$ cat src/sv/ffbpa_pkg.sv
// ----------------------------------------------------------------------------
// ffbpa_pkg
// Shared types and constants of the first-fit block pool allocator.
// ----------------------------------------------------------------------------
package ffbpa_pkg;

   localparam int POOL_BLOCKS_DEF  = 256;
   localparam int BLOCK_BYTES_DEF  = 16;
   localparam int HEADER_BYTES_DEF = 8;

   localparam int REQ_W    = 12;
   localparam int AREA_W   = 8;
   localparam int STATUS_W = 2;
   localparam int REQ_MAX  = (2 ** REQ_W) - 1;

   localparam logic ACT_ALLOC = 1'b0;
   localparam logic ACT_FREE  = 1'b1;

   localparam logic [STATUS_W-1:0] ST_ALLOCATED = 2'd0;
   localparam logic [STATUS_W-1:0] ST_NO_FIT    = 2'd1;
   localparam logic [STATUS_W-1:0] ST_FREED     = 2'd2;

   typedef enum logic [2:0] {
      S_IDLE,
      S_DIV,
      S_WALK,
      S_CHK,
      S_WR1,
      S_WR2,
      S_RESP
   } walk_state_type;

   typedef struct packed {
      logic rd_en;
      logic len_we;
      logic nxt_we;
   } mem_ctl_type;

endpackage

$ cat src/sv/first_fit_block_pool_allocator_core.sv
// ----------------------------------------------------------------------------
// first_fit_block_pool_allocator_core
// First-fit allocator over a pool of fixed-size blocks with an address-ordered
// free list held in on-chip memory.
// ----------------------------------------------------------------------------
// One request is in flight at a time. An allocate first converts the byte
// count plus header into blocks with a reciprocal multiply, then visits the
// free list one node per read of the list memory, whose read is registered;
// a hit that splits its area writes in S_WR1 and S_WR2, an exact fit in
// S_WR2 only, and the result beat is then loaded. A free walks the list to
// its insertion point and links the area in, or writes nothing when the
// area is already free. The walk gives up after POOL_BLOCKS + 1 nodes. The
// next request is taken once the result beat is loaded, and a result still
// waiting in the output register holds the next one back. No clearing pass
// is needed after reset.
// ----------------------------------------------------------------------------
module first_fit_block_pool_allocator_core
   import ffbpa_pkg::*;
#(
   parameter int POOL_BLOCKS  = POOL_BLOCKS_DEF,
   parameter int BLOCK_BYTES  = BLOCK_BYTES_DEF,
   parameter int HEADER_BYTES = HEADER_BYTES_DEF
) (
   input  logic                clock,
   input  logic                reset,
   input  logic                req_valid,
   output logic                req_ready,
   input  logic                req_action,
   input  logic [REQ_W-1:0]    req_request_bytes,
   input  logic [AREA_W-1:0]   req_freed_area,
   output logic                rsp_valid,
   input  logic                rsp_ready,
   output logic [AREA_W-1:0]   rsp_area_start,
   output logic [STATUS_W-1:0] rsp_status
);

   localparam int AW    = $clog2(POOL_BLOCKS);
   localparam int IDX_W = $clog2(POOL_BLOCKS + 1);
   localparam int SUM_W = $clog2(REQ_MAX + HEADER_BYTES + BLOCK_BYTES);

   logic             div_start;
   logic [SUM_W-1:0] div_dividend;
   logic             div_done;
   logic [SUM_W-1:0] div_quotient;
   mem_ctl_type      mem_ctl;
   logic [AW-1:0]    rd_addr;
   logic [AW-1:0]    len_waddr;
   logic [IDX_W-1:0] len_wdata;
   logic [AW-1:0]    nxt_waddr;
   logic [IDX_W-1:0] nxt_wdata;
   logic [IDX_W-1:0] rd_len;
   logic [IDX_W-1:0] rd_nxt;

   ffbpa_div #(
      .BLOCK_BYTES (BLOCK_BYTES),
      .SUM_W       (SUM_W)
   ) u_div (
      .clock    (clock),
      .reset    (reset),
      .start    (div_start),
      .dividend (div_dividend),
      .done     (div_done),
      .quotient (div_quotient)
   );

   ffbpa_store #(
      .POOL_BLOCKS (POOL_BLOCKS),
      .AW          (AW),
      .IDX_W       (IDX_W)
   ) u_store (
      .clock     (clock),
      .reset     (reset),
      .ctl       (mem_ctl),
      .rd_addr   (rd_addr),
      .len_waddr (len_waddr),
      .len_wdata (len_wdata),
      .nxt_waddr (nxt_waddr),
      .nxt_wdata (nxt_wdata),
      .rd_len    (rd_len),
      .rd_nxt    (rd_nxt)
   );

   ffbpa_walk #(
      .POOL_BLOCKS  (POOL_BLOCKS),
      .BLOCK_BYTES  (BLOCK_BYTES),
      .HEADER_BYTES (HEADER_BYTES),
      .SUM_W        (SUM_W),
      .AW           (AW),
      .IDX_W        (IDX_W)
   ) u_walk (
      .clock             (clock),
      .reset             (reset),
      .req_valid         (req_valid),
      .req_ready         (req_ready),
      .req_action        (req_action),
      .req_request_bytes (req_request_bytes),
      .req_freed_area    (req_freed_area),
      .rsp_valid         (rsp_valid),
      .rsp_ready         (rsp_ready),
      .rsp_area_start    (rsp_area_start),
      .rsp_status        (rsp_status),
      .div_start         (div_start),
      .div_dividend      (div_dividend),
      .div_done          (div_done),
      .div_quotient      (div_quotient),
      .mem_ctl           (mem_ctl),
      .rd_addr           (rd_addr),
      .len_waddr         (len_waddr),
      .len_wdata         (len_wdata),
      .nxt_waddr         (nxt_waddr),
      .nxt_wdata         (nxt_wdata),
      .rd_len            (rd_len),
      .rd_nxt            (rd_nxt)
   );

endmodule

$ cat src/sv/ffbpa_div.sv
// ----------------------------------------------------------------------------
// ffbpa_div
// Division by the constant block size through a reciprocal multiply; the
// quotient and done are registered in the cycle after start.
// ----------------------------------------------------------------------------
module ffbpa_div
   import ffbpa_pkg::*;
#(
   parameter int BLOCK_BYTES = BLOCK_BYTES_DEF,
   parameter int SUM_W       = 14
) (
   input  logic             clock,
   input  logic             reset,
   input  logic             start,
   input  logic [SUM_W-1:0] dividend,
   output logic             done,
   output logic [SUM_W-1:0] quotient
);

   // ceil(2^SH / BLOCK_BYTES) gives the exact floor for any SUM_W-bit dividend
   localparam int SH  = SUM_W + $clog2(BLOCK_BYTES);
   localparam int M_W = SUM_W + 1;
   localparam int P_W = SUM_W + M_W;
   localparam logic [63:0]    ONE_SH  = 64'd1 << SH;
   localparam logic [M_W-1:0] RECIP_C =
      M_W'((ONE_SH + 64'(BLOCK_BYTES) - 64'd1) / 64'(BLOCK_BYTES));

   logic             done_ff, done_in;
   logic [SUM_W-1:0] quo_ff, quo_in;
   logic [P_W-1:0]   prod;

   always_comb begin
      prod    = P_W'(dividend) * P_W'(RECIP_C);
      done_in = start;
      quo_in  = start ? SUM_W'(prod >> SH) : quo_ff;
   end

   always_ff @(posedge clock) begin
      if (reset) begin
         done_ff <= 1'b0;
      end else begin
         done_ff <= done_in;
      end
      quo_ff <= quo_in;
   end

   assign done     = done_ff;
   assign quotient = quo_ff;

endmodule

$ cat src/sv/ffbpa_store.sv
// ----------------------------------------------------------------------------
// ffbpa_store
// Area length and next-link memories, one read and one write port each,
// registered read. Entry 0 reads as the whole pool until first written.
// ----------------------------------------------------------------------------
module ffbpa_store
   import ffbpa_pkg::*;
#(
   parameter int POOL_BLOCKS = POOL_BLOCKS_DEF,
   parameter int AW          = $clog2(POOL_BLOCKS),
   parameter int IDX_W       = $clog2(POOL_BLOCKS + 1)
) (
   input  logic             clock,
   input  logic             reset,
   input  mem_ctl_type      ctl,
   input  logic [AW-1:0]    rd_addr,
   input  logic [AW-1:0]    len_waddr,
   input  logic [IDX_W-1:0] len_wdata,
   input  logic [AW-1:0]    nxt_waddr,
   input  logic [IDX_W-1:0] nxt_wdata,
   output logic [IDX_W-1:0] rd_len,
   output logic [IDX_W-1:0] rd_nxt
);

   localparam logic [IDX_W-1:0] END_C = IDX_W'(POOL_BLOCKS);

   logic [IDX_W-1:0] len_mem [POOL_BLOCKS];
   logic [IDX_W-1:0] nxt_mem [POOL_BLOCKS];

   logic [IDX_W-1:0] len_q_ff, nxt_q_ff;
   logic             len0_fresh_ff, len0_fresh_in;
   logic             nxt0_fresh_ff, nxt0_fresh_in;
   logic             len_hit_ff, len_hit_in;
   logic             nxt_hit_ff, nxt_hit_in;

   always_comb begin
      len0_fresh_in = len0_fresh_ff && !(ctl.len_we && (len_waddr == '0));
      nxt0_fresh_in = nxt0_fresh_ff && !(ctl.nxt_we && (nxt_waddr == '0));
      len_hit_in    = ctl.rd_en ? (len0_fresh_ff && (rd_addr == '0)) : len_hit_ff;
      nxt_hit_in    = ctl.rd_en ? (nxt0_fresh_ff && (rd_addr == '0)) : nxt_hit_ff;
   end

   always_ff @(posedge clock) begin
      if (reset) begin
         len0_fresh_ff <= 1'b1;
         nxt0_fresh_ff <= 1'b1;
         len_hit_ff    <= 1'b0;
         nxt_hit_ff    <= 1'b0;
      end else begin
         len0_fresh_ff <= len0_fresh_in;
         nxt0_fresh_ff <= nxt0_fresh_in;
         len_hit_ff    <= len_hit_in;
         nxt_hit_ff    <= nxt_hit_in;
      end
   end

   always_ff @(posedge clock) begin
      if (ctl.len_we) begin
         len_mem[len_waddr] <= len_wdata;
      end
      if (ctl.rd_en) begin
         len_q_ff <= len_mem[rd_addr];
      end
   end

   always_ff @(posedge clock) begin
      if (ctl.nxt_we) begin
         nxt_mem[nxt_waddr] <= nxt_wdata;
      end
      if (ctl.rd_en) begin
         nxt_q_ff <= nxt_mem[rd_addr];
      end
   end

   assign rd_len = len_hit_ff ? END_C : len_q_ff;
   assign rd_nxt = nxt_hit_ff ? END_C : nxt_q_ff;

endmodule

$ cat src/sv/ffbpa_walk.sv
// ----------------------------------------------------------------------------
// ffbpa_walk
// Request sequencer: walks the free list one node per read, then splits,
// unlinks or inserts, and holds the result beat in an output register.
// ----------------------------------------------------------------------------
module ffbpa_walk
   import ffbpa_pkg::*;
#(
   parameter int POOL_BLOCKS  = POOL_BLOCKS_DEF,
   parameter int BLOCK_BYTES  = BLOCK_BYTES_DEF,
   parameter int HEADER_BYTES = HEADER_BYTES_DEF,
   parameter int SUM_W        = 14,
   parameter int AW           = $clog2(POOL_BLOCKS),
   parameter int IDX_W        = $clog2(POOL_BLOCKS + 1)
) (
   input  logic                clock,
   input  logic                reset,
   input  logic                req_valid,
   output logic                req_ready,
   input  logic                req_action,
   input  logic [REQ_W-1:0]    req_request_bytes,
   input  logic [AREA_W-1:0]   req_freed_area,
   output logic                rsp_valid,
   input  logic                rsp_ready,
   output logic [AREA_W-1:0]   rsp_area_start,
   output logic [STATUS_W-1:0] rsp_status,
   output logic                div_start,
   output logic [SUM_W-1:0]    div_dividend,
   input  logic                div_done,
   input  logic [SUM_W-1:0]    div_quotient,
   output mem_ctl_type         mem_ctl,
   output logic [AW-1:0]       rd_addr,
   output logic [AW-1:0]       len_waddr,
   output logic [IDX_W-1:0]    len_wdata,
   output logic [AW-1:0]       nxt_waddr,
   output logic [IDX_W-1:0]    nxt_wdata,
   input  logic [IDX_W-1:0]    rd_len,
   input  logic [IDX_W-1:0]    rd_nxt
);

   localparam int CMP_W = ((IDX_W > SUM_W) ? IDX_W : SUM_W) + 1;
   localparam int ST_W  = $clog2(POOL_BLOCKS + 2);
   localparam logic [IDX_W-1:0] END_C = IDX_W'(POOL_BLOCKS);
   localparam logic [ST_W-1:0]  STEP_LIM = ST_W'(POOL_BLOCKS);
   localparam logic [SUM_W-1:0] ADD_C = SUM_W'(HEADER_BYTES + BLOCK_BYTES - 1);

   walk_state_type state_ff, state_in;

   logic                act_ff, act_in;
   logic [AREA_W-1:0]   area_ff, area_in;
   logic [SUM_W-1:0]    need_ff, need_in;
   logic [IDX_W-1:0]    cur_ff, cur_in;
   logic [IDX_W-1:0]    prev_ff, prev_in;
   logic [IDX_W-1:0]    head_ff, head_in;
   logic [ST_W-1:0]     steps_ff, steps_in;
   logic [IDX_W-1:0]    len_ff, len_in;
   logic [IDX_W-1:0]    aft_ff, aft_in;
   logic                split_ff, split_in;
   logic [AREA_W-1:0]   res_start_ff, res_start_in;
   logic [STATUS_W-1:0] res_status_ff, res_status_in;
   logic                rsp_valid_ff, rsp_valid_in;
   logic [AREA_W-1:0]   rsp_start_ff, rsp_start_in;
   logic [STATUS_W-1:0] rsp_status_ff, rsp_status_in;

   logic             accept;
   logic             in_pool;
   logic             walk_more;
   logic             hit_area;
   logic             fit;
   logic             split_now;
   logic             slot_free;
   logic [CMP_W-1:0] area_w, cur_w, need_w, rem_w;
   logic [IDX_W-1:0] area_idx, rem_idx, link_now, target;

   // status and helper terms
   always_comb begin
      accept    = req_valid && (state_ff == S_IDLE);
      area_w    = CMP_W'(area_ff);
      area_idx  = area_w[IDX_W-1:0];
      cur_w     = CMP_W'(cur_ff);
      need_w    = CMP_W'(need_ff);
      rem_w     = cur_w + need_w;
      rem_idx   = rem_w[IDX_W-1:0];
      in_pool   = (CMP_W'(req_freed_area) < CMP_W'(END_C));
      if (act_ff == ACT_ALLOC) begin
         walk_more = (cur_ff < END_C) && (steps_ff <= STEP_LIM);
      end else begin
         walk_more = (cur_w < area_w) && (steps_ff <= STEP_LIM);
      end
      hit_area  = (cur_w == area_w);
      link_now  = (rd_nxt > END_C) ? END_C : rd_nxt;
      fit       = (CMP_W'(rd_len) >= need_w);
      split_now = (CMP_W'(rd_len) != need_w) && (rem_w < CMP_W'(END_C));
      slot_free = !rsp_valid_ff || rsp_ready;
      if (act_ff == ACT_FREE) begin
         target = area_idx;
      end else if (split_ff) begin
         target = rem_idx;
      end else begin
         target = aft_ff;
      end
   end

   // next state
   always_comb begin
      state_in = state_ff;
      case (state_ff)
         S_IDLE: begin
            if (accept) begin
               if (req_action == ACT_ALLOC) begin
                  state_in = S_DIV;
               end else if (in_pool) begin
                  state_in = S_WALK;
               end else begin
                  state_in = S_RESP;
               end
            end
         end
         S_DIV: begin
            if (div_done) begin
               state_in = S_WALK;
            end
         end
         S_WALK: begin
            if (walk_more) begin
               state_in = S_CHK;
            end else if (act_ff == ACT_ALLOC) begin
               state_in = S_RESP;
            end else if (hit_area) begin
               state_in = S_RESP;
            end else begin
               state_in = S_WR1;
            end
         end
         S_CHK: begin
            if ((act_ff == ACT_ALLOC) && fit) begin
               state_in = split_now ? S_WR1 : S_WR2;
            end else begin
               state_in = S_WALK;
            end
         end
         S_WR1: state_in = S_WR2;
         S_WR2: state_in = S_RESP;
         S_RESP: begin
            if (slot_free) begin
               state_in = S_IDLE;
            end
         end
         default: state_in = S_IDLE;
      endcase
   end

   // outputs and datapath
   always_comb begin
      req_ready     = (state_ff == S_IDLE);
      div_start     = accept && (req_action == ACT_ALLOC);
      div_dividend  = SUM_W'(req_request_bytes) + ADD_C;
      mem_ctl       = '0;
      rd_addr       = cur_ff[AW-1:0];
      len_waddr     = rem_idx[AW-1:0];
      len_wdata     = len_ff - need_w[IDX_W-1:0];
      nxt_waddr     = rem_idx[AW-1:0];
      nxt_wdata     = aft_ff;
      act_in        = act_ff;
      area_in       = area_ff;
      need_in       = need_ff;
      cur_in        = cur_ff;
      prev_in       = prev_ff;
      head_in       = head_ff;
      steps_in      = steps_ff;
      len_in        = len_ff;
      aft_in        = aft_ff;
      split_in      = split_ff;
      res_start_in  = res_start_ff;
      res_status_in = res_status_ff;
      rsp_valid_in  = rsp_valid_ff && !rsp_ready;
      rsp_start_in  = rsp_start_ff;
      rsp_status_in = rsp_status_ff;

      case (state_ff)
         S_IDLE: begin
            if (accept) begin
               act_in        = req_action;
               area_in       = req_freed_area;
               cur_in        = head_ff;
               prev_in       = END_C;
               steps_in      = '0;
               split_in      = 1'b0;
               res_start_in  = '0;
               res_status_in = (req_action == ACT_ALLOC) ? ST_NO_FIT : ST_FREED;
            end
         end
         S_DIV: begin
            need_in = div_quotient;
         end
         S_WALK: begin
            mem_ctl.rd_en = walk_more;
         end
         S_CHK: begin
            len_in   = rd_len;
            aft_in   = link_now;
            split_in = split_now;
            if ((act_ff == ACT_ALLOC) && fit) begin
               res_start_in  = cur_w[AREA_W-1:0];
               res_status_in = ST_ALLOCATED;
            end else begin
               prev_in  = cur_ff;
               cur_in   = link_now;
               steps_in = steps_ff + ST_W'(1);
            end
         end
         S_WR1: begin
            if (act_ff == ACT_ALLOC) begin
               mem_ctl.len_we = 1'b1;
               mem_ctl.nxt_we = 1'b1;
            end else begin
               mem_ctl.nxt_we = 1'b1;
               nxt_waddr      = area_idx[AW-1:0];
               nxt_wdata      = (cur_ff < END_C) ? cur_ff : END_C;
            end
         end
         S_WR2: begin
            if ((act_ff == ACT_ALLOC) && split_ff) begin
               mem_ctl.len_we = 1'b1;
               len_waddr      = cur_ff[AW-1:0];
               len_wdata      = need_w[IDX_W-1:0];
            end
            nxt_waddr = prev_ff[AW-1:0];
            nxt_wdata = target;
            if (prev_ff >= END_C) begin
               head_in = target;
            end else begin
               mem_ctl.nxt_we = 1'b1;
            end
         end
         S_RESP: begin
            if (slot_free) begin
               rsp_valid_in  = 1'b1;
               rsp_start_in  = res_start_ff;
               rsp_status_in = res_status_ff;
            end
         end
         default: begin
            mem_ctl = '0;
         end
      endcase
   end

   always_ff @(posedge clock) begin
      if (reset) begin
         state_ff     <= S_IDLE;
         head_ff      <= '0;
         rsp_valid_ff <= 1'b0;
      end else begin
         state_ff     <= state_in;
         head_ff      <= head_in;
         rsp_valid_ff <= rsp_valid_in;
      end
      act_ff        <= act_in;
      area_ff       <= area_in;
      need_ff       <= need_in;
      cur_ff        <= cur_in;
      prev_ff       <= prev_in;
      steps_ff      <= steps_in;
      len_ff        <= len_in;
      aft_ff        <= aft_in;
      split_ff      <= split_in;
      res_start_ff  <= res_start_in;
      res_status_ff <= res_status_in;
      rsp_start_ff  <= rsp_start_in;
      rsp_status_ff <= rsp_status_in;
   end

   assign rsp_valid      = rsp_valid_ff;
   assign rsp_area_start = rsp_start_ff;
   assign rsp_status     = rsp_status_ff;

endmodule

$ cat config.mk
export PLATFORM = sky130hd
export DESIGN_NAME = first_fit_block_pool_allocator_core
export DESIGN_NICKNAME = d
export VERILOG_FILES = /design/src/sv/ffbpa_pkg.sv /design/src/sv/first_fit_block_pool_allocator_core.sv /design/src/sv/ffbpa_div.sv /design/src/sv/ffbpa_store.sv /design/src/sv/ffbpa_walk.sv
export SDC_FILE = /design/constraint.sdc
export NUM_CORES = 2
export LEC_CHECK = 0
export BUFFER_PORTS_ARGS = -buffer_cell sky130_fd_sc_hd__buf_2
export CAP_MARGIN = 0
export CORE_ASPECT_RATIO = 2
export CORE_MARGIN = 2
export CORE_UTILIZATION = 25
export DETAILED_ROUTE_END_ITERATION = 10
export GPL_ROUTABILITY_DRIVEN = 1
export SYNTH_ARGS = -nofsm -noshare
export SYNTH_HDL_FRONTEND = slang
export SYNTH_MEMORY_MAX_BITS = 65536
export SYNTH_SLANG_ARGS = --single-unit
export TNS_END_PERCENT = 1
$ cat constraint.sdc
create_clock -name clock -period 39.4 [get_ports clock]
set_input_delay 1.97 -clock clock [delete_from_list [all_inputs] [get_ports clock]]
set_output_delay 1.97 -clock clock [all_outputs]
set_load 0.03 [all_outputs]
# ---- Word level (Yosys, flattened, before mapping)
# Memories as Yosys holds them, arrays and structs flattened. A register that Yosys moved wholly into a read port is not among the register bits.
# Index checks and enable logic that the tools add are counted.
dict set report totals {
  register_bits 111
  n_memories 2
  out_inout_bits 12
  mem_bits_rw 4608
  inputBits 25
}
# memory words width rd rd_clocked_by_memory_dff write_ports line
set memory_table {}
lappend memory_table {u_store.len_mem 256 9 1 1 1 ffbpa_store.sv:27} ;# logic [IDX_W-1:0] len_mem [POOL_BLOCKS];
lappend memory_table {u_store.nxt_mem 256 9 1 1 1 ffbpa_store.sv:28} ;# logic [IDX_W-1:0] nxt_mem [POOL_BLOCKS];
dict set report op_classes {
  eq_ne 13
  n_bitwise 2
  order_cmp 7
  n_mux 54
  reduce_logical 31
  n_addsub 4
}
# operator count
set ops {}
lappend ops {{9-bit two-way mux} 15}
lappend ops {{9-bit one-hot mux with 2 select lines} 4}
lappend ops {{8-bit two-way mux} 5}
lappend ops {{8-bit one-hot mux with 2 select lines} 2}
lappend ops {{8-bit zero test} 3}
lappend ops {{3-bit one-hot mux with 7 select lines} 1}
lappend ops {{3-bit two-way mux} 6}
lappend ops {{1-bit logical AND} 14}
lappend ops {{14-bit by 9-bit < comparator with 1-bit output (second input constant)} 1}
lappend ops {{12-bit by 5-bit adder with 13-bit output (second input constant)} 1}
lappend ops {{1-bit two-way mux} 13}
lappend ops {{9-bit by 9-bit adder with 10-bit output} 1}
lappend ops {{2-bit two-way mux} 5}
lappend ops {{9-bit by 1-bit adder with 9-bit output (second input constant)} 1}
lappend ops {{3-bit == test (second input constant)} 3}
lappend ops {{9-bit by 8-bit == test with 1-bit output} 1}
lappend ops {{9-bit greater-or-equal comparator} 1}
lappend ops {{9-bit greater-or-equal comparator (second input constant)} 1}
lappend ops {{9-bit greater-than comparator (second input constant)} 1}
lappend ops {{9-bit <= comparator (second input constant)} 1}
lappend ops {{9-bit by 8-bit < comparator with 1-bit output} 1}
lappend ops {{9-bit < comparator (second input constant)} 1}
lappend ops {{9-bit != test} 1}
lappend ops {{3-bit AND reduction} 3}
lappend ops {{other kinds (13)} 25}

# ---- Logic depth before layout (Yosys ltp)
dict set report logic_depth {
  word_depth 8
  ltp_mapped 17
  depth_no_buf 11
}

# ---- Cells and area by module
# A second synthesis with hierarchy kept.
dict set report unflattened {
  cells_unflattened 9410
  area_unflattened_um2 186894.2
}
# module n_inst cells_per_inst seq_area_each_um2 area_each_um2
set modules_own_cells {}
lappend modules_own_cells {ffbpa_store 1 8784 138993.3 180498.1}
lappend modules_own_cells {ffbpa_walk 1 610 2902.8 6058.3}
lappend modules_own_cells {ffbpa_div 1 16 290.3 337.8}

# ---- Worst setup path before layout
# Ideal clock, no wire load.
dict set report synth_path {
  path_kind {register -> register}
  from {register u_walk.cur_ff[1]}
  to {memory u_store.nxt_mem[0][4] in the netlist's numbering (data pin)}
  setup_slack_ns 24.759
  path_stages_with_launch 14
  arrival_ns 12.454
  t_required_ns 37.213
  setup_time_ns 2.187
  path_buffers 4
  path_cell_list {edfxtp_1 > buf_2 > buf_4 > inv_2 > buf_1 > clkbuf_1 > fa_1 > nor2b_1 > o21a_1 > o21ai_1 > nand3_1 > a21oi_1 > a21oi_1 > o21ai_0}
}
dict set report synth_via {
  elab_chain_len 4
}
# element line
set synth_rtl {}
lappend synth_rtl {{start: declaration} ffbpa_walk.sv:52} ;# logic [IDX_W-1:0] cur_ff, cur_in;
lappend synth_rtl {{start signal: assignment} ffbpa_walk.sv:262} ;# cur_ff <= cur_in;
lappend synth_rtl {{9-bit by 9-bit adder with 10-bit output or 9-bit < comparator (tied branches)} {ffbpa_walk.sv:82, ffbpa_walk.sv:219}}
lappend synth_rtl {{9-bit two-way mux, on equally long branches} {ffbpa_walk.sv:97, ffbpa_walk.sv:219}}
lappend synth_rtl {{9-bit two-way mux, on equally long branches} {ffbpa_walk.sv:95, ffbpa_walk.sv:213}}
lappend synth_rtl {{9-bit one-hot mux with 2 select lines (*)} ffbpa_walk.sv:180} ;# case (state_ff)
lappend synth_rtl {{named net nxt_wdata[4]} first_fit_block_pool_allocator_core.sv:50} ;# logic [IDX_W-1:0] nxt_wdata;
lappend synth_rtl {{end: declaration} ffbpa_store.sv:28}
# The timed path passes the listed nets; every way through them passes the cells marked *.

# ---- Worst setup path after layout
dict set report layout_path {
  from {register u_walk.cur_ff[0]}
  to {register u_store.nxt_q_ff[1] (read register of u_store.nxt_mem) (data pin)}
}
dict set report layout_via {
  elab_chain_len 4
}
# element line
set layout_rtl {}
lappend layout_rtl {{9-bit < comparator or 9-bit by 8-bit < comparator with 1-bit output (tied branches)} {ffbpa_walk.sv:86, ffbpa_walk.sv:88}}
lappend layout_rtl {{1-bit logical AND, on equally long branches} {ffbpa_walk.sv:86, ffbpa_walk.sv:88}}
lappend layout_rtl {{1-bit two-way mux} ffbpa_walk.sv:85} ;# if (act_ff == ACT_ALLOC) begin
lappend layout_rtl {{1-bit two-way mux} ffbpa_walk.sv:180}
lappend layout_rtl {{end: declaration} ffbpa_store.sv:30} ;# logic [IDX_W-1:0] len_q_ff, nxt_q_ff;
# Several ways; a longest one is shown, not always the timed one.
# A chain may end at the register's enable or synchronous reset.

==> impl_metrics.env <==
export IMPL_drive_above_1_share=0.245
export IMPL_min_period_ns=7.27
export IMPL_p_per_area_nw_per_um2=70.3
export IMPL_switching_share=0.346
export IMPL_grt_pass1_wl_um=778000
export IMPL_finalWirelength_um=575000
export IMPL_peakVddDrop_uv=59.7
export IMPL_rows=447
export IMPL_ant_nets=0
export IMPL_slowest_stage="a21oi_1"
export IMPL_syn2layout_area_growth_pct=13.9
export IMPL_finalNetCount=8913
export IMPL_port_buffers=36
export IMPL_comb_power_share=0.314
export IMPL_power_frac_clock=0.264
export IMPL_fin_skew_ns=0.0651
export IMPL_crit_path_end_kind="flop"
export IMPL_wire_per_inst_um=29.9
export IMPL_routabilityCongestion=0.954
export IMPL_cp_start_kind="flop"
export IMPL_ys_top_cells_by_area="edfxtp_1 77%, mux4_2 15%, mux2i_1 1.7%"
export IMPL_synth_edf_count=4719
export IMPL_grt_start_max_net_pins=187
export IMPL_synthFlopType="edfxtp_1"
export IMPL_path_common_cell="buf_4"
export IMPL_rr_worst_depth=14
export IMPL_die_w_um=613
export IMPL_cts_path_max_buffers=4
export IMPL_fmax_mhz=137
export IMPL_worst_path_max_fanout=81
export IMPL_hold_violations=0
export IMPL_nFillCells=72337
export IMPL_cp_arrival_ns=7.96
export IMPL_grt_overflow_total=0
export IMPL_dieHeight_um=1220
export IMPL_synth_top_cell_by_area="edfxtp_1"
export IMPL_htreeDepth=5
export IMPL_start_util=0.250
export IMPL_num_vias=90345
export IMPL_synth_top_area_frac=0.765
export IMPL_holdCritPathClass="flop to flop"
export IMPL_crit_chain="buf_4, buf_4, buf_12, buf_4, buf_4, buf_4, mux2i_1, o221ai_1, a21oi_1, a21oi_1, nor2_1, a311oi_2, buf_4, or3_1"
export IMPL_seqPwrFrac=0.423
export IMPL_cap_violations=3
export IMPL_worst_slack_ns=32.13
export IMPL_drc=0
export IMPL_clock_sinks=4737
export IMPL_drt_iter0_drc=9676
export IMPL_syn_area_um2=185000
export IMPL_pre_cts_slack_ns=32.24
export IMPL_p_int_mw=9.70
export IMPL_worstPathRequired_ns=40.09
export IMPL_postCtsSetupBuffers=0
export IMPL_setup_worst_path_class="flop to flop"
export IMPL_cts_root_buf="clkbuf_16"
export IMPL_grt_pass1_vias=92716
export IMPL_async_flop_share=0
export IMPL_critPathMaxStageDelay_ns=0.78
export IMPL_num_io_pins=37
export IMPL_timing_hold_ws_ns=0.401
export IMPL_clk_latency_ns=0.98
export IMPL_leakage_nw=62.9
export IMPL_place_hpwl_um=382000
export IMPL_die_area_um2=748000
export IMPL_hold_buffers=0
export IMPL_synth_area_per_cell_um2=21.4
export IMPL_status="finished with violations"
export IMPL_antenna_found_initial=43
export IMPL_setup_viol=0
export IMPL_viasPerCell=4.71
export IMPL_yosysWarnings=0
export IMPL_synth_nets=8703
export IMPL_worstMarginPinSlew_ns=1.60
export IMPL_synthCells=8640
export IMPL_ys_ff_latch=4737
export IMPL_fin_crit_sh=0.185
export IMPL_post_cts_resized=0
export IMPL_cts_tree="done"
export IMPL_dr_pass1_iters=6
export IMPL_violations="capacitance limit, slew limit"
export IMPL_drv_slew=13
export IMPL_cts_buffers_inserted=364
export IMPL_grt_usage=0.149
export IMPL_p_sw_mw=5.14
export IMPL_slew_headroom=-0.0727
export IMPL_yosysSeqAreaShare=0.767
export IMPL_fin_tns_setup_ns=0
export IMPL_core_area_um2=739000
export IMPL_hold_depth=0
export IMPL_yosysUniqueCellTypes=79
export IMPL_clk_pin_slew_ns=0.08
export IMPL_grt_setup_unrepaired="no"
## critical path: cells and delay by family (launching register included)
| kind | cells | cell delay, ns |
|---|---|---|
| mux | 1 | 0.27 |
| simple gates | 2 | 0.53 |
| compound gates | 4 | 1.35 |
| flops | 1 | 0.36 |
| buf+inv | 7 | 4.16 |
## flip-flops by register name, indices dropped and copies added, names as in the netlist, 2 cells and up
register / count
u_div.quotient: 9
u_store.len_mem: 2304
u_store.len_q_ff: 9
u_store.nxt_mem: 2304
u_store.nxt_q_ff: 9
u_walk.aft_ff: 9
u_walk.area_ff: 8
u_walk.cur_ff: 9
u_walk.head_ff: 9
u_walk.len_ff: 9
u_walk.need_ff: 9
u_walk.prev_ff: 9
u_walk.res_start_ff: 8
u_walk.res_status_ff: 2
u_walk.rsp_area_start: 8
u_walk.rsp_status: 2
u_walk.state_ff: 3
u_walk.steps_ff: 9
## power groups by stage
stage | Combinational (mW) | Sequential [mW] | Clock [mW]
final | 4.65 | 6.27 | 3.91
after global placement | 4.49 | 6.38 | 0
after CTS | 4.62 | 6.27 | 3.95
after global routing | 4.75 | 6.27 | 4.11
after floorplan | 2.49 | 6.67 | 0
after detailed placement | 4.61 | 6.38 | 0
## worst paths after layout
kind                               to  slack, ns                    from
min reg2reg  u_walk.rsp_area_start[4]       0.40  u_walk.res_start_ff[4]
max               u_store.nxt_q_ff[1]      32.13        u_walk.cur_ff[0]
min          u_walk.rsp_area_start[4]       0.40  u_walk.res_start_ff[4]
max reg2reg       u_store.nxt_q_ff[1]      32.13        u_walk.cur_ff[0]
## cells in the final DEF, fill, tap and decap left out, drive strengths merged, types with 18 or more instances in the layout
cell type  netlist  final
o22ai           65     65
mux2            22     22
edfxtp        4719   4719
bufinv           0     54
clkbuf         194    416
dfxtp           18     18
a22oi           35     35
nand3           66     66
o21ai          109    109
nor2           649    649
inv             52     71
clkinv           1    151
a211oi          42     42
o221ai          31     31
a221oi          55     55
clkinvlp         0     22
a21oi          133    133
nor3            35     35
ha              36     36
mux4          1203   1203
buf            297    335
nand2          281    281
and2            21     21
nor2b           31     31
diode            0    167
mux2i          312    312
## metal layers
metal,global-route usage,routed length (um),up-vias
met4,0.136,61100,4
met1,0.138,170000,48819
met3,0.0191,30400,1263
met2,0.283,314000,3791
met5,0,23,-
li1,-,-,36468
## cell type report
type                    count  area (um2)  area share
diodes                    167         418     0.00198
well taps                9878       12400      0.0586
flip-flops and latches   4737      142000       0.674
multi-input cells        3359       40700       0.193
repair buffers            335        2880      0.0137
clock inverters           245        2980      0.0141
inverters                  53         223     0.00106
clock buffers             416        9300      0.0441
## through the flow
step | power [mW] | utilization | instances | instance area, um2
final | 14.8 | 0.285 | 19190 | 211000
after global routing | 15.1 | 0.285 | 19167 | 211000
after CTS | 14.8 | 0.285 | 19022 | 210000
after detailed placement | 11.0 | 0.268 | 18361 | 198000
after global placement | 10.9 | 0.267 | 18337 | 198000
after floorplan | 9.16 | - | 8640 | 185000
## synth_stat cells, drive strengths merged (52+ instances only)
cell	number
a21oi	133
a221oi	55
buf	297
clkbuf	194
edfxtp	4719
inv	52
mux2i	312
mux4	1203
nand2	281
nand3	66
nor2	649
o21ai	109
o22ai	65
## cell families (layout without fill, tap and decap cells)
group | after synthesis | in the layout | synth area share
simple gates | 1158 | 1158 | 0.0261
xor+xnor | 25 | 25 | 0.00118
buf+inv | 544 | 1049 | 0.0164
mux | 1537 | 1537 | 0.165
flops | 4737 | 4737 | 0.767
fa+ha+maj | 38 | 38 | 0.00265
compound gates | 601 | 601 | 0.0219
other cells | 0 | 167 | 0
No activity file was read; power rests on OpenSTA's default activity.
